[src/rtl/b58_pkg.sv]
// Shared constants, state type and character lookup for the Base58 encoder.
`default_nettype none

package b58_pkg;

  localparam int MAX_INPUT_BYTES = 32;
  localparam int DIGIT_DEPTH     = 64;
  localparam int MAX_RESULTS     = 44;

  localparam int B58_BASE    = 58;
  localparam int RECIP_58    = 1129;   // floor(2^16 / 58)
  localparam int RECIP_SHIFT = 16;

  localparam int DIGIT_W = 6;
  localparam int BYTE_W  = 8;
  localparam int CHAR_W  = 7;

  localparam int DIGIT_AW = (DIGIT_DEPTH > 1) ? $clog2(DIGIT_DEPTH) : 1;
  localparam int DCNT_W   = $clog2(DIGIT_DEPTH + 1);
  localparam int BCNT_W   = $clog2(MAX_INPUT_BYTES + 1);
  localparam int RES_W    = $clog2(MAX_RESULTS + 1);
  localparam int TOT_W    = $clog2(MAX_INPUT_BYTES + DIGIT_DEPTH + 1);

  localparam logic [CHAR_W-1:0] CHAR_ONE = 7'd49;

  typedef enum logic [2:0] {
    ST_IDLE,
    ST_SWEEP,
    ST_APPEND,
    ST_EMIT_INIT,
    ST_EMIT_RD,
    ST_EMIT_LD
  } b58_state_t;

  // Alphabet 123456789ABCDEFGHJKLMNPQRSTUVWXYZabcdefghijkmnopqrstuvwxyz
  function automatic logic [CHAR_W-1:0] b58_char(input logic [DIGIT_W-1:0] d);
    logic [CHAR_W-1:0] c;
    c = CHAR_ONE;
    if (d < 6'd9) begin
      c = 7'(7'd49 + 7'(d));
    end else if (d < 6'd17) begin
      c = 7'(7'd65 + 7'(d - 6'd9));
    end else if (d < 6'd22) begin
      c = 7'(7'd74 + 7'(d - 6'd17));
    end else if (d < 6'd33) begin
      c = 7'(7'd80 + 7'(d - 6'd22));
    end else if (d < 6'd44) begin
      c = 7'(7'd97 + 7'(d - 6'd33));
    end else if (d < 6'd58) begin
      c = 7'(7'd109 + 7'(d - 6'd44));
    end
    return c;
  endfunction

endpackage

`default_nettype wire

[src/rtl/b58_if.sv]
// Handshake channel interfaces for the byte input and the character output.
`default_nettype none

interface b58_in_if import b58_pkg::*; ();
  logic              valid;
  logic              ready;
  logic [BYTE_W-1:0] in_byte;
  logic              in_last;

  modport source (output valid, output in_byte, output in_last, input ready);
  modport sink   (input valid, input in_byte, input in_last, output ready);
endinterface

interface b58_out_if import b58_pkg::*; ();
  logic              valid;
  logic              ready;
  logic [CHAR_W-1:0] out_char;
  logic              out_last;
  logic              out_error;

  modport source (output valid, output out_char, output out_last, output out_error,
                  input ready);
  modport sink   (input valid, input out_char, input out_last, input out_error,
                  output ready);
endinterface

`default_nettype wire

[src/rtl/b58_div58.sv]
// One digit step: {digit, carry} split into quotient and remainder by 58.
`default_nettype none

module b58_div58 import b58_pkg::*; (
  input  logic [DIGIT_W-1:0] hi_digit,
  input  logic [BYTE_W-1:0]  lo_carry,
  output logic [BYTE_W-1:0]  quot,
  output logic [DIGIT_W-1:0] rem_digit
);

  localparam int V_W = DIGIT_W + BYTE_W;
  localparam int P_W = V_W + 11;

  logic [V_W-1:0]   v;
  logic [P_W-1:0]   prod;
  logic [8:0]       q_est;
  logic [V_W:0]     qm;
  logic [6:0]       r_est;

  assign v     = {hi_digit, lo_carry};
  assign prod  = P_W'(v) * P_W'(RECIP_58);
  // reciprocal underestimates by at most one
  assign q_est = prod[RECIP_SHIFT +: 9];
  assign qm    = (V_W + 1)'(q_est) * (V_W + 1)'(B58_BASE);
  assign r_est = 7'((V_W + 1)'(v) - qm);

  always_comb begin
    if (r_est >= 7'(B58_BASE)) begin
      rem_digit = 6'(r_est - 7'(B58_BASE));
      quot      = 8'(q_est + 9'd1);
    end else begin
      rem_digit = 6'(r_est);
      quot      = 8'(q_est);
    end
  end

endmodule

`default_nettype wire

[src/rtl/base58_encoder.sv]
// Base58 encoder top level: digit store, fold sequencer and character emitter.
//
//   channel   dir  payload                          transfer when
//   in_ch     in   in_byte[7:0], in_last            in_ch.valid & in_ch.ready
//   out_ch    out  out_char[6:0], out_last, out_error  out_ch.valid & out_ch.ready
//
// A byte is accepted, then each stored digit passes through the carry sweep
// (the digit memory has one read port and one write port), then new top
// digits are appended while carry remains. The last byte adds a setup step
// and, per character, a memory read, then a load of the output register that
// waits while out_ch stalls.
// Reset (synchronous, rst_n low) clears the state, counters and flags only;
// the digit memory is tracked by its fill count and never cleared.
// in_ch is ready only in the idle state, i.e. when no sweep, append or emission runs.
`default_nettype none

module base58_encoder import b58_pkg::*; (
  input  logic         clk,
  input  logic         rst_n,
  b58_in_if.sink       in_ch,
  b58_out_if.source    out_ch
);

  // control state
  b58_state_t          state_r, state_nxt;
  logic [DCNT_W-1:0]   dcnt_r, dcnt_nxt;     // digits in use
  logic [BCNT_W-1:0]   zcnt_r, zcnt_nxt;     // leading zero bytes
  logic [BCNT_W-1:0]   bcnt_r, bcnt_nxt;     // bytes folded
  logic                seen_r, seen_nxt;
  logic                ovf_r, ovf_nxt;
  logic                last_r, last_nxt;
  logic                ovalid_r, ovalid_nxt;

  // datapath
  logic [BYTE_W-1:0]   carry_r, carry_nxt;
  logic [DIGIT_AW-1:0] j_r, j_nxt;
  logic [DIGIT_AW-1:0] idx_r, idx_nxt;
  logic [RES_W-1:0]    kcnt_r, kcnt_nxt;
  logic [RES_W-1:0]    nres_r, nres_nxt;
  logic                err_r, err_nxt;
  logic [CHAR_W-1:0]   ochar_r, ochar_nxt;
  logic                olast_r, olast_nxt;
  logic                oerr_r, oerr_nxt;

  // digit memory, least significant digit at address 0
  logic [DIGIT_W-1:0]  mem [DIGIT_DEPTH];
  logic [DIGIT_W-1:0]  rdata_r;
  logic [DIGIT_AW-1:0] raddr, waddr;
  logic [DIGIT_W-1:0]  wdata;
  logic                we;

  // divide-by-58 step
  logic [DIGIT_W-1:0]  div_hi;
  logic [BYTE_W-1:0]   div_q;
  logic [DIGIT_W-1:0]  div_r;

  logic                in_xfer;
  logic [TOT_W-1:0]    total;
  logic                prefix_char;
  logic                final_char;

  b58_div58 u_div (
    .hi_digit  (div_hi),
    .lo_carry  (carry_r),
    .quot      (div_q),
    .rem_digit (div_r)
  );

  assign in_ch.ready      = (state_r == ST_IDLE);
  assign in_xfer          = in_ch.valid && in_ch.ready;
  assign out_ch.valid     = ovalid_r;
  assign out_ch.out_char  = ochar_r;
  assign out_ch.out_last  = olast_r;
  assign out_ch.out_error = oerr_r;

  assign div_hi      = (state_r == ST_SWEEP) ? rdata_r : '0;
  assign total       = TOT_W'(zcnt_r) + TOT_W'(dcnt_r);
  assign prefix_char = TOT_W'(kcnt_r) < TOT_W'(zcnt_r);
  assign final_char  = (RES_W'(kcnt_r + 1'b1) == nres_r);

  always_ff @(posedge clk) begin
    if (we) begin
      mem[waddr] <= wdata;
    end
    rdata_r <= mem[raddr];
  end

  always_ff @(posedge clk) begin
    if (!rst_n) begin
      state_r  <= ST_IDLE;
      dcnt_r   <= '0;
      zcnt_r   <= '0;
      bcnt_r   <= '0;
      seen_r   <= 1'b0;
      ovf_r    <= 1'b0;
      last_r   <= 1'b0;
      ovalid_r <= 1'b0;
      kcnt_r   <= '0;
    end else begin
      state_r  <= state_nxt;
      dcnt_r   <= dcnt_nxt;
      zcnt_r   <= zcnt_nxt;
      bcnt_r   <= bcnt_nxt;
      seen_r   <= seen_nxt;
      ovf_r    <= ovf_nxt;
      last_r   <= last_nxt;
      ovalid_r <= ovalid_nxt;
      kcnt_r   <= kcnt_nxt;
    end
  end

  always_ff @(posedge clk) begin
    carry_r <= carry_nxt;
    j_r     <= j_nxt;
    idx_r   <= idx_nxt;
    nres_r  <= nres_nxt;
    err_r   <= err_nxt;
    ochar_r <= ochar_nxt;
    olast_r <= olast_nxt;
    oerr_r  <= oerr_nxt;
  end

  always_comb begin
    state_nxt  = state_r;
    dcnt_nxt   = dcnt_r;
    zcnt_nxt   = zcnt_r;
    bcnt_nxt   = bcnt_r;
    seen_nxt   = seen_r;
    ovf_nxt    = ovf_r;
    last_nxt   = last_r;
    carry_nxt  = carry_r;
    j_nxt      = j_r;
    idx_nxt    = idx_r;
    kcnt_nxt   = kcnt_r;
    nres_nxt   = nres_r;
    err_nxt    = err_r;
    ochar_nxt  = ochar_r;
    olast_nxt  = olast_r;
    oerr_nxt   = oerr_r;
    ovalid_nxt = ovalid_r && !out_ch.ready;
    raddr      = '0;
    waddr      = j_r;
    wdata      = div_r;
    we         = 1'b0;

    unique case (state_r)
      ST_IDLE: begin
        if (in_xfer) begin
          last_nxt = in_ch.in_last;
          if (bcnt_r < BCNT_W'(MAX_INPUT_BYTES)) begin
            bcnt_nxt  = BCNT_W'(bcnt_r + 1'b1);
            if (in_ch.in_byte == '0 && !seen_r) begin
              zcnt_nxt = BCNT_W'(zcnt_r + 1'b1);
            end
            if (in_ch.in_byte != '0) begin
              seen_nxt = 1'b1;
            end
            carry_nxt = in_ch.in_byte;
            j_nxt     = '0;
            // read of digit 0 issued now, data ready in the sweep's first cycle
            state_nxt = (dcnt_r == '0) ? ST_APPEND : ST_SWEEP;
          end else begin
            // byte past capacity: dropped, but a last flag still ends the string
            ovf_nxt = 1'b1;
            if (in_ch.in_last) begin
              state_nxt = ST_EMIT_INIT;
            end
          end
        end
      end

      ST_SWEEP: begin
        // digit j arrives from memory; digit j+1 is read meanwhile
        we        = 1'b1;
        waddr     = j_r;
        carry_nxt = div_q;
        raddr     = DIGIT_AW'(j_r + 1'b1);
        j_nxt     = DIGIT_AW'(j_r + 1'b1);
        if (DCNT_W'(DCNT_W'(j_r) + 1'b1) == dcnt_r) begin
          state_nxt = ST_APPEND;
        end
      end

      ST_APPEND: begin
        if (carry_r == '0) begin
          state_nxt = last_r ? ST_EMIT_INIT : ST_IDLE;
        end else if (dcnt_r == DCNT_W'(DIGIT_DEPTH)) begin
          // store full: remaining carry is lost
          ovf_nxt   = 1'b1;
          state_nxt = last_r ? ST_EMIT_INIT : ST_IDLE;
        end else begin
          we        = 1'b1;
          waddr     = dcnt_r[DIGIT_AW-1:0];
          dcnt_nxt  = DCNT_W'(dcnt_r + 1'b1);
          carry_nxt = div_q;
        end
      end

      ST_EMIT_INIT: begin
        kcnt_nxt = '0;
        idx_nxt  = DIGIT_AW'(dcnt_r - 1'b1);
        if (total > TOT_W'(MAX_RESULTS)) begin
          nres_nxt = RES_W'(MAX_RESULTS);
          err_nxt  = 1'b1;
        end else begin
          nres_nxt = RES_W'(total);
          err_nxt  = ovf_r;
        end
        state_nxt = ST_EMIT_RD;
      end

      ST_EMIT_RD: begin
        raddr     = idx_r;
        state_nxt = ST_EMIT_LD;
      end

      ST_EMIT_LD: begin
        raddr = idx_r;
        if (!ovalid_r || out_ch.ready) begin
          ovalid_nxt = 1'b1;
          olast_nxt  = final_char;
          oerr_nxt   = err_r;
          kcnt_nxt   = RES_W'(kcnt_r + 1'b1);
          if (prefix_char) begin
            ochar_nxt = CHAR_ONE;
          end else begin
            ochar_nxt = b58_char(rdata_r);
            idx_nxt   = DIGIT_AW'(idx_r - 1'b1);
          end
          if (final_char) begin
            // string done: back to the empty value
            dcnt_nxt  = '0;
            zcnt_nxt  = '0;
            bcnt_nxt  = '0;
            seen_nxt  = 1'b0;
            ovf_nxt   = 1'b0;
            last_nxt  = 1'b0;
            state_nxt = ST_IDLE;
          end else begin
            state_nxt = ST_EMIT_RD;
          end
        end
      end

      default: begin
        state_nxt = ST_IDLE;
      end
    endcase
  end

`ifndef SYNTH
  a_dcnt_in_range: assert property (@(posedge clk) disable iff (!rst_n)
    dcnt_r <= DCNT_W'(DIGIT_DEPTH))
    else $error("digit count beyond store depth");

  a_sweep_in_store: assert property (@(posedge clk) disable iff (!rst_n)
    state_r == ST_SWEEP |-> DCNT_W'(j_r) < dcnt_r)
    else $error("sweep index past last stored digit");

  a_zero_prefix: assert property (@(posedge clk) disable iff (!rst_n)
    zcnt_r <= bcnt_r)
    else $error("more leading zeros than bytes folded");

  a_emit_count: assert property (@(posedge clk) disable iff (!rst_n)
    (state_r == ST_EMIT_RD || state_r == ST_EMIT_LD) |-> kcnt_r < nres_r)
    else $error("character index past run length");

  a_run_ends: assert property (@(posedge clk) disable iff (!rst_n)
    (state_r == ST_EMIT_LD && (!ovalid_r || out_ch.ready) && final_char)
      |=> (ovalid_r && olast_r && state_r == ST_IDLE && dcnt_r == '0))
    else $error("final character did not close the run");
`endif

endmodule

`default_nettype wire

[src/flat_wrapper.sv]
// flat-port wrapper written by rule: the top's interface ports become plain ports
module base58_encoder_flat import b58_pkg::*;
  (clk, rst_n, in_ch_valid, in_ch_in_byte, in_ch_in_last, in_ch_ready, out_ch_valid, out_ch_out_char, out_ch_out_last, out_ch_out_error, out_ch_ready);
  b58_in_if in_ch_i ();
  b58_out_if out_ch_i ();
  input  logic clk;
  input  logic rst_n;
  input wire logic [$bits(in_ch_i.valid)-1:0] in_ch_valid;
  input wire logic [$bits(in_ch_i.in_byte)-1:0] in_ch_in_byte;
  input wire logic [$bits(in_ch_i.in_last)-1:0] in_ch_in_last;
  output wire logic [$bits(in_ch_i.ready)-1:0] in_ch_ready;
  output wire logic [$bits(out_ch_i.valid)-1:0] out_ch_valid;
  output wire logic [$bits(out_ch_i.out_char)-1:0] out_ch_out_char;
  output wire logic [$bits(out_ch_i.out_last)-1:0] out_ch_out_last;
  output wire logic [$bits(out_ch_i.out_error)-1:0] out_ch_out_error;
  input wire logic [$bits(out_ch_i.ready)-1:0] out_ch_ready;
  assign in_ch_i.valid = in_ch_valid;
  assign in_ch_i.in_byte = in_ch_in_byte;
  assign in_ch_i.in_last = in_ch_in_last;
  assign in_ch_ready = in_ch_i.ready;
  assign out_ch_valid = out_ch_i.valid;
  assign out_ch_out_char = out_ch_i.out_char;
  assign out_ch_out_last = out_ch_i.out_last;
  assign out_ch_out_error = out_ch_i.out_error;
  assign out_ch_i.ready = out_ch_ready;
  base58_encoder u_core (.clk(clk), .rst_n(rst_n), .in_ch(in_ch_i), .out_ch(out_ch_i));
endmodule
[config.mk]
export PLATFORM = sky130hd
export DESIGN_NAME = base58_encoder_flat
export DESIGN_NICKNAME = d
export VERILOG_FILES = /design/src/rtl/b58_pkg.sv /design/src/rtl/b58_if.sv /design/src/rtl/b58_div58.sv /design/src/rtl/base58_encoder.sv /design/src/flat_wrapper.sv
export SDC_FILE = /design/constraint.sdc
export NUM_CORES = 1
export LEC_CHECK = 0
export BUFFER_PORTS_ARGS = -buffer_cell sky130_fd_sc_hd__buf_2
export CAP_MARGIN = 10
export CELL_PAD_IN_SITES_DETAIL_PLACEMENT = 0
export CELL_PAD_IN_SITES_GLOBAL_PLACEMENT = 1
export CORE_UTILIZATION = 53
export DETAILED_ROUTE_END_ITERATION = 8
export PLACE_DENSITY = 0.92
export SLEW_MARGIN = 0
export SYNTH_ARGS = -nofsm -noshare
export SYNTH_HDL_FRONTEND = slang
export SYNTH_SLANG_ARGS = --single-unit
[constraint.sdc]
create_clock -name clk -period 11.8 [get_ports clk]
set_input_delay 1.18 -clock clk [delete_from_list [all_inputs] [get_ports clk]]
set_output_delay 1.18 -clock clk [all_outputs]
set_load 0.005 [all_outputs]
* Word-level counts from Yosys, hierarchy flattened
Memories as Yosys holds them, arrays and structs flattened. A register that Yosys moved wholly into a read port is not among the register bits.
Cells that the tools add are included.
** Word-level totals
- Bits in writable memories :: 384
- Output and inout port bits :: 11
- Memories kept :: 1
- Bits of input ports :: 13
- Bits in registers :: 68
** Memory list
- u_core.mem :: words 64, bits a word 6, rd ports 1, clocked after memory_dff 1, write ports 1, line base58_encoder.sv:46 : logic [DIGIT_W-1:0] mem [DIGIT_DEPTH];
** Cells by class
- Equality and inequality tests :: 22
- Multiplexer cells :: 71
- Multiply operators :: 2
- Reductions and logical operators :: 31
- Magnitude comparators :: 10
- Add/subtract/negate cells :: 23
** Operators with widths (number)
- two-way mux 6 bit :: 17
- case mux 6 bit (2 select lines) :: 6
- two-way mux 7 bit :: 10
- two-way mux 8 bit :: 5
- adder 7 bit, first input constant :: 5
- multiplier 14 x 11 -> 25 bit, second input constant :: 1
- adder 6 x 1 -> 6 bit, second input constant :: 4
- less-than comparator 6 bit, second input constant :: 4
- two-way mux 3 bit :: 8
- case mux 8 bit (3 select lines) :: 1
- AND reduction 5 bit :: 4
- inequality test 2 bit, second input constant :: 9
- case mux 3 bit (6 select lines) :: 1
- logical NOT 8 bit :: 2
- two-way mux 1 bit :: 16
- case mux 7 bit (2 select lines) :: 1
- subtractor 6 x 5 -> 7 bit, second input constant :: 2
- subtractor 6 x 6 -> 7 bit, second input constant :: 2
- less-than comparator 6 x 5 -> 1 bit, second input constant :: 2
- AND reduction 6 bit :: 2
- subtractor 6 x 1 -> 6 bit, second input constant :: 2
- multiplier 9 x 5 -> 6 bit, second input constant :: 1
- adder 8 x 1 -> 8 bit, second input constant :: 1
- nonzero test 2 bit :: 4
- 35 further kinds :: 49

* Logic depth before layout (Yosys ltp)
- Depth in word-level cells :: 10
- Mapped depth :: 34

* Cells and area by module
From an unflattened synthesis, not the netlist that was laid out.
** Second synthesis, totals
- Cells, all modules :: 2081
- Area total of the unflattened synthesis :: 23455.0 µm²
** By module, submodules not included
- base58_encoder :: cells an instance 1750, times used 1, area an instance 20453.4 µm², sequential area each 13372.8 µm²
- b58_div58 :: cells an instance 331, times used 1, area an instance 3001.6 µm², sequential area each 0.0 µm²

* Least setup slack after synthesis
No wires, ideal clock.
- Path kind :: register to register
- Start point :: reg u_core.carry_r[0]
- End point :: mem u_core.mem[0][3], data pin
- Data arrival time :: 9.817 ns
- Path buffers :: 0
- Path slack :: 1.416 ns
- Period minus slack after synthesis :: 10.384 ns
- Cell stages (with the launch flop) :: 30
- Data required time :: 11.233 ns
- Setup time :: 0.567 ns
- Cells stage by stage :: edfxtp_1 > ha_1 > inv_1 > fa_1 > inv_1 > fa_1 > inv_1 > fa_1 > inv_1 > ha_1 > a21o_1 > a21o_1 > a211oi_1 > o221a_2 > nor2_1 > o311ai_1 > inv_1 > fa_1 > inv_1 > ha_1 > ha_1 > fa_1 > inv_1 > ha_1 > a21oi_1 > xnor3_1 > xnor2_2 > nor2_2 > nor2_1 > xnor2_1
** Between the ends
- Word-level cells in the longest chain between the ends :: 5
- Elaborated cells on any way between the ends :: 6
- Classes of those cells :: add/sub: 2; mul: 2; order compare: 1; mux: 1
** RTL lines
- start: declaration :: line base58_encoder.sv:35 : logic [BYTE_W-1:0] carry_r, carry_nxt;
- start signal: assignment :: line base58_encoder.sv:113 : carry_r <= carry_nxt;
- multiplier 14 x 11 -> 25 bit :: line b58_div58.sv:21 : assign prod = P_W'(v) * P_W'(RECIP_58);
- multiplier 9 x 5 -> 6 bit :: line b58_div58.sv:24 : assign qm = (V_W + 1)'(q_est) * (V_W + 1)'(B58_BASE);
- subtractor 7 bit * :: line b58_div58.sv:25 : assign r_est = 7'((V_W + 1)'(v) - qm);
- subtractor 6 bit or >= comparator 7 x 6 -> 1 bit (tied branches) :: line b58_div58.sv:29, b58_div58.sv:28
- two-way mux 6 bit * :: line b58_div58.sv:28 : if (r_est >= 7'(B58_BASE)) begin
- net u_core.div_r[3] :: line base58_encoder.sv:55 : logic [DIGIT_W-1:0] div_r;
- end: declaration :: line base58_encoder.sv:46
Mark *: on every way through the listed nets, which the timed path passes. The rest lies on a longest branch.

* Worst setup path after layout
- Start point :: reg u_core.state_r[0]
- End point :: mem u_core.mem[17][4], data pin
** Between the ends
- Word-level cells in the longest chain between the ends :: 7
- Elaborated cells on any way between the ends :: 8
- Classes of those cells :: add/sub: 2; mul: 2; order compare: 1; eq/ne: 1; mux: 2
** RTL lines
- start: declaration :: line base58_encoder.sv:25 : b58_state_t state_r, state_nxt;
- start signal: assignment :: line base58_encoder.sv:100 : state_r <= state_nxt;
- == test 3 x 1 -> 1 bit * :: line base58_encoder.sv:76 : assign div_hi = (state_r == ST_SWEEP) ? rdata_r : '0;
- two-way mux 6 bit * :: line base58_encoder.sv:76
- multiplier 14 x 11 -> 25 bit * :: line b58_div58.sv:21
- multiplier 9 x 5 -> 6 bit * :: line b58_div58.sv:24
- subtractor 7 bit * :: line b58_div58.sv:25
- subtractor 6 bit or >= comparator 7 x 6 -> 1 bit (tied branches) :: line b58_div58.sv:29, b58_div58.sv:28
- two-way mux 6 bit * :: line b58_div58.sv:28
- net u_core.div_r[4] :: line base58_encoder.sv:55
Marked as above.

==> flow_summary.html <==
<table>
<tr><th>Metric</th><th>Value</th></tr>
<tr><th colspan="2">Place</th></tr>
<tr><td>RePlAce Congestion</td><td>0.860</td></tr>
<tr><td>Number of buffer cells added on primary ports</td><td>23</td></tr>
<tr><td>Detailed placer's ending HPWL</td><td>32800 µm</td></tr>
<tr><td>Post-placement cell count</td><td>2341</td></tr>
<tr><th colspan="2">Yosys</th></tr>
<tr><td>Post-synth EDFFs</td><td>420</td></tr>
<tr><td>Net Count, Synth</td><td>1978</td></tr>
<tr><td>Register bit total from synthesis</td><td>458</td></tr>
<tr><td>Post-synth top flop</td><td>sky130_fd_sc_hd__edfxtp_1</td></tr>
<tr><td>Gate count of the mapped netlist</td><td>1816</td></tr>
<tr><td>Unique masters post-synth</td><td>77</td></tr>
<tr><td>Proportion of netlist area held by the largest area contributor</td><td>54.5%</td></tr>
<tr><td>Synth Area in XOR/XNOR</td><td>2.84%</td></tr>
<tr><td>Dominant combinational cell family by area after synthesis</td><td>simple AND/OR/NAND/NOR gates</td></tr>
<tr><td>Fraction of synthesized area in multiplexers</td><td>7.37%</td></tr>
<tr><td>Synth Area in Simple Gates</td><td>10.1%</td></tr>
<tr><td>Largest cells by area after synthesis</td><td>sky130_fd_sc_hd__edfxtp_1, sky130_fd_sc_hd__ha_1, sky130_fd_sc_hd__mux2i_1, sky130_fd_sc_hd__dfxtp_1, sky130_fd_sc_hd__a211oi_1</td></tr>
<tr><td>Share of synthesized registers carrying an async set or reset</td><td>0%</td></tr>
<tr><td>Share of synthesized area occupied by flip-flops and latches</td><td>57.8%</td></tr>
<tr><td>Share of the synthesized area in compound gates (AO/OA/AOI/OAI)</td><td>9.45%</td></tr>
<tr><td>Synth warnings</td><td>0</td></tr>
<tr><td>Cell type with the highest aggregate area in the netlist</td><td>sky130_fd_sc_hd__edfxtp_1</td></tr>
<tr><td>Adder-cell share of the synthesized area</td><td>9.07%</td></tr>
<tr><td>Avg Synthesized Cell Area</td><td>12.7 µm²</td></tr>
<tr><td>Netlist area before placement</td><td>23100 µm²</td></tr>
<tr><th colspan="2">Clock network</th></tr>
<tr><td>Setup Fix Bufs, Post-CTS</td><td>0</td></tr>
<tr><td>Inserted Clock Buffers</td><td>47</td></tr>
<tr><td>Number of instances resized during post-cts repair</td><td>0</td></tr>
<tr><td>Clock tree sinks</td><td>458</td></tr>
<tr><td>Clock root buffer</td><td>sky130_fd_sc_hd__clkbuf_16</td></tr>
<tr><td>Clk_lat worst skew</td><td>0.59 ns</td></tr>
<tr><td>Clock tree buffer depth</td><td>3</td></tr>
<tr><td>Hold buffer count at CTS</td><td>0</td></tr>
<tr><td>Maximum level of the CTS H-tree</td><td>2</td></tr>
<tr><td>Clock-pin slew of the registers on the worst-case setup and hold paths</td><td>0.06 ns</td></tr>
<tr><td>Clock tree from TritonCTS</td><td>built</td></tr>
<tr><th colspan="2">Setup path</th></tr>
<tr><td>Highest net fanout along the worst path</td><td>41</td></tr>
<tr><td>Slowest cell delay on critical path</td><td>0.79 ns</td></tr>
<tr><td>Crit Path Category</td><td>reg -&gt; reg</td></tr>
<tr><td>Slowest CP cell</td><td>sky130_fd_sc_hd__xor2_4</td></tr>
<tr><td>Data required time of the worst path</td><td>12.22 ns</td></tr>
<tr><td>Most common cell on crit path</td><td>sky130_fd_sc_hd__inv_1</td></tr>
<tr><td>Category of the worst setup path capture point</td><td>register</td></tr>
<tr><td>Kind of start point of the critical path</td><td>register</td></tr>
<tr><td>Critical path data arrival time</td><td>10.92 ns</td></tr>
<tr><th colspan="2">Global routing</th></tr>
<tr><td>Grt total ovfl</td><td>0</td></tr>
<tr><td>Wire length of the first global-routing pass</td><td>79200 µm</td></tr>
<tr><td>Vias in the first global route</td><td>14400</td></tr>
<tr><td>Largest net degree at the start of global routing</td><td>193</td></tr>
<tr><td>Global routing usage summed across all routing layers</td><td>23.3%</td></tr>
<tr><td>Antenna violations before repair</td><td>0</td></tr>
<tr><th colspan="2">Route</th></tr>
<tr><td>Final WL</td><td>50400 µm</td></tr>
<tr><td>DR pass1 iterations</td><td>6</td></tr>
<tr><td>Drt wl/cell</td><td>20.8 µm</td></tr>
<tr><td>Number of routed nets with antenna violations</td><td>0</td></tr>
<tr><td>1st-iter DRT viols</td><td>1467</td></tr>
<tr><td># DRC</td><td>0</td></tr>
<tr><td>Routed via count</td><td>14400</td></tr>
<tr><td>Via density</td><td>5.94</td></tr>
<tr><th colspan="2">Floorplan</th></tr>
<tr><td>Placeable core region</td><td>43100 µm²</td></tr>
<tr><td>Y dimension of the die</td><td>211 µm</td></tr>
<tr><td>Effective utilization at floorplan</td><td>53.7%</td></tr>
<tr><td>Std cell rows</td><td>76</td></tr>
<tr><td>Width of the die</td><td>211 µm</td></tr>
<tr><td>Number of top-level design ports</td><td>24</td></tr>
<tr><td>Total die area</td><td>44500 µm²</td></tr>
<tr><th colspan="2">Layout</th></tr>
<tr><td>Commonest cells after routing, fill and taps aside</td><td>sky130_fd_sc_hd__edfxtp_1, sky130_fd_sc_hd__nand2_1, sky130_fd_sc_hd__nor2_1</td></tr>
<tr><td>Count of nets after finishing</td><td>1968</td></tr>
<tr><td>Count of placed standard cells in the final layout, fillers left out</td><td>2424</td></tr>
<tr><td>Most frequent standard cell in the layout excluding fill and tap cells</td><td>sky130_fd_sc_hd__edfxtp_1</td></tr>
<tr><td>Area growth from synthesis to final layout</td><td>9.35%</td></tr>
<tr><td>Antenna diode count</td><td>0</td></tr>
<tr><td>Fraction of layout instances using a drive strength above 1</td><td>8.97%</td></tr>
<tr><td>Final-layout fill cell count</td><td>3378</td></tr>
<tr><td>Core Util, Final</td><td>58.7%</td></tr>
<tr><th colspan="2">Timing</th></tr>
<tr><td>Accumulated negative setup slack</td><td>0 ns</td></tr>
<tr><td>Final worst-path cycle share</td><td>89.0%</td></tr>
<tr><td>Setup repair after global routing missed its margin</td><td>no</td></tr>
<tr><td>Transition at the pin with the smallest max-transition slack</td><td>1.16 ns</td></tr>
<tr><td>Slew margin rel.</td><td>23.0%</td></tr>
<tr><td>Post-layout min period</td><td>10.51 ns</td></tr>
<tr><td>Fin. max-slew vios</td><td>0</td></tr>
<tr><td>Worst Clk Skew</td><td>0.0297 ns</td></tr>
<tr><td>Final setup violating endpoints</td><td>0</td></tr>
<tr><td>Hold Fails Final Rpt</td><td>0</td></tr>
<tr><td>Highest clock rate</td><td>95.2 MHz</td></tr>
<tr><th colspan="2">Hold path</th></tr>
<tr><td>Class of the tightest hold or removal check</td><td>reg -&gt; reg</td></tr>
<tr><th colspan="2">Run</th></tr>
<tr><td>Max-cap viol count</td><td>0</td></tr>
<tr><th colspan="2">Outcome</th></tr>
<tr><td>Result of the run</td><td>completed</td></tr>
</table>
[per-layer routing]
layer / vias up / part of all wire [%] / track usage, % / routed length (µm)
met1: 7095 / 42 / 31.4 / 21000
li1: 6728 / - / - / -
met5: - / 0 / 0 / 0
met3: 82 / 6.9 / 3.72 / 3460
met2: 499 / 49 / 38.9 / 24700
met4: 0 / 2.6 / 7.27 / 1300
[flip-flops by register name, indices dropped and copies added (netlist names)]
name and count:
u_core.idx_r 6, u_core.zcnt_r 6, u_core.out_ch.valid 1, u_core.err_r 1, u_core.j_r 6, u_core.kcnt_r 6
u_core.last_r 1, u_core.carry_r 8, u_core.dcnt_r 7, u_core.bcnt_r 6, u_core.nres_r 6, u_core.mem 384
u_core.seen_r 1, u_core.state_r 3, u_core.out_ch.out_last 1, u_core.out_ch.out_char 7, u_core.ovf_r 1, u_core.rdata_r 6
u_core.out_ch.out_error 1
[cell usage after synthesis, types with 4 or more instances]
cell                       instances
sky130_fd_sc_hd__mux4_2           24
sky130_fd_sc_hd__mux2i_1         114
sky130_fd_sc_hd__a21oi_1          55
sky130_fd_sc_hd__edfxtp_1        420
sky130_fd_sc_hd__xnor2_1          41
sky130_fd_sc_hd__o21ai_0          28
sky130_fd_sc_hd__a311oi_1         25
sky130_fd_sc_hd__clkbuf_1         62
sky130_fd_sc_hd__or2_2             9
sky130_fd_sc_hd__o21ai_1          12
sky130_fd_sc_hd__or3_1             4
sky130_fd_sc_hd__nor4_1            7
sky130_fd_sc_hd__and3_1            6
sky130_fd_sc_hd__a31oi_1          38
sky130_fd_sc_hd__nor3_1           25
sky130_fd_sc_hd__buf_4            10
sky130_fd_sc_hd__xor2_1           27
sky130_fd_sc_hd__and2_0           19
sky130_fd_sc_hd__nor2b_1          14
sky130_fd_sc_hd__o31ai_1           4
sky130_fd_sc_hd__a211oi_1         90
sky130_fd_sc_hd__buf_2            23
sky130_fd_sc_hd__fa_1             31
sky130_fd_sc_hd__inv_1            94
sky130_fd_sc_hd__a21o_1           11
sky130_fd_sc_hd__nor2_1          132
sky130_fd_sc_hd__dfxtp_1          38
sky130_fd_sc_hd__a211o_1           8
sky130_fd_sc_hd__a41oi_1           4
sky130_fd_sc_hd__nand4_1          14
sky130_fd_sc_hd__nor4b_1           4
sky130_fd_sc_hd__nand3_1          25
sky130_fd_sc_hd__and2_1           45
sky130_fd_sc_hd__ha_1            118
sky130_fd_sc_hd__nand2b_1         11
sky130_fd_sc_hd__nand2_1         161
[logic make-up after synthesis]
group,count (synthesis)
AO/OA/AOI/OAI,315
XOR/XNOR,71
adder cells (fa/ha/maj),149
buffers and inverters,192
flip-flops,458
multiplexers,140
AND/OR/NAND/NOR,491
[metrics by stage]
stage | area [µm²] | setup WS [ns] | hold slack, ns
6_report | 25300 | 1.29 | 0.462
5_1_grt | 25300 | 0.584 | 0.464
4_1_cts | 25300 | 1.33 | 0.470
3_5_place_dp | 23800 | 1.40 | 0.451
3_3_place_gp | 23800 | 1.64 | 0.447
2_1_floorplan | 23100 | 1.42 | 0.400
[critical path, delay by kind of cell (launching register included)]
kind | cells | cell delay, ns
xor gates and xnor gates | 3 | 1.38
and+or+nand+nor | 5 | 1.31
DFF | 1 | 0.62
buffers and inverters | 7 | 0.86
adders and majority gates | 9 | 3.85
AOI/OAI and AO/OA | 7 | 2.27
[cell type report]
type | instances | area, µm² | share of cell area [%]
Clock buffer | 55 | 1230 | 4.85
Clock inverter | 27 | 248 | 0.980
Inverter | 94 | 353 | 1.40
Multi-Input combinational cell | 1166 | 9100 | 36.0
Sequential cell | 458 | 13400 | 52.9
Tap cell | 585 | 732 | 2.89
Timing Repair Buffer | 39 | 260 | 1.03
[worst paths after layout]
kind / depth (start not counted) / start / slack [ns] / end
setup / recovery: 31 / u_core.state_r[0]$_SDFFE_PN0P_ / 1.29 / u_core.mem[17][4]$_DFFE_PP_
setup reg to reg: 31 / u_core.state_r[0]$_SDFFE_PN0P_ / 1.29 / u_core.mem[17][4]$_DFFE_PP_
hold reg to reg: 0 / u_core.err_r$_SDFFCE_PN1P_ / 0.46 / u_core.out_ch.out_error$_DFFE_PP_
hold / removal: 0 / u_core.err_r$_SDFFCE_PN1P_ / 0.46 / u_core.out_ch.out_error$_DFFE_PP_
Power is left out: the tool's default activity adds up to more than one toggle a clock period on the data nets, which glitch-free logic cannot reach.
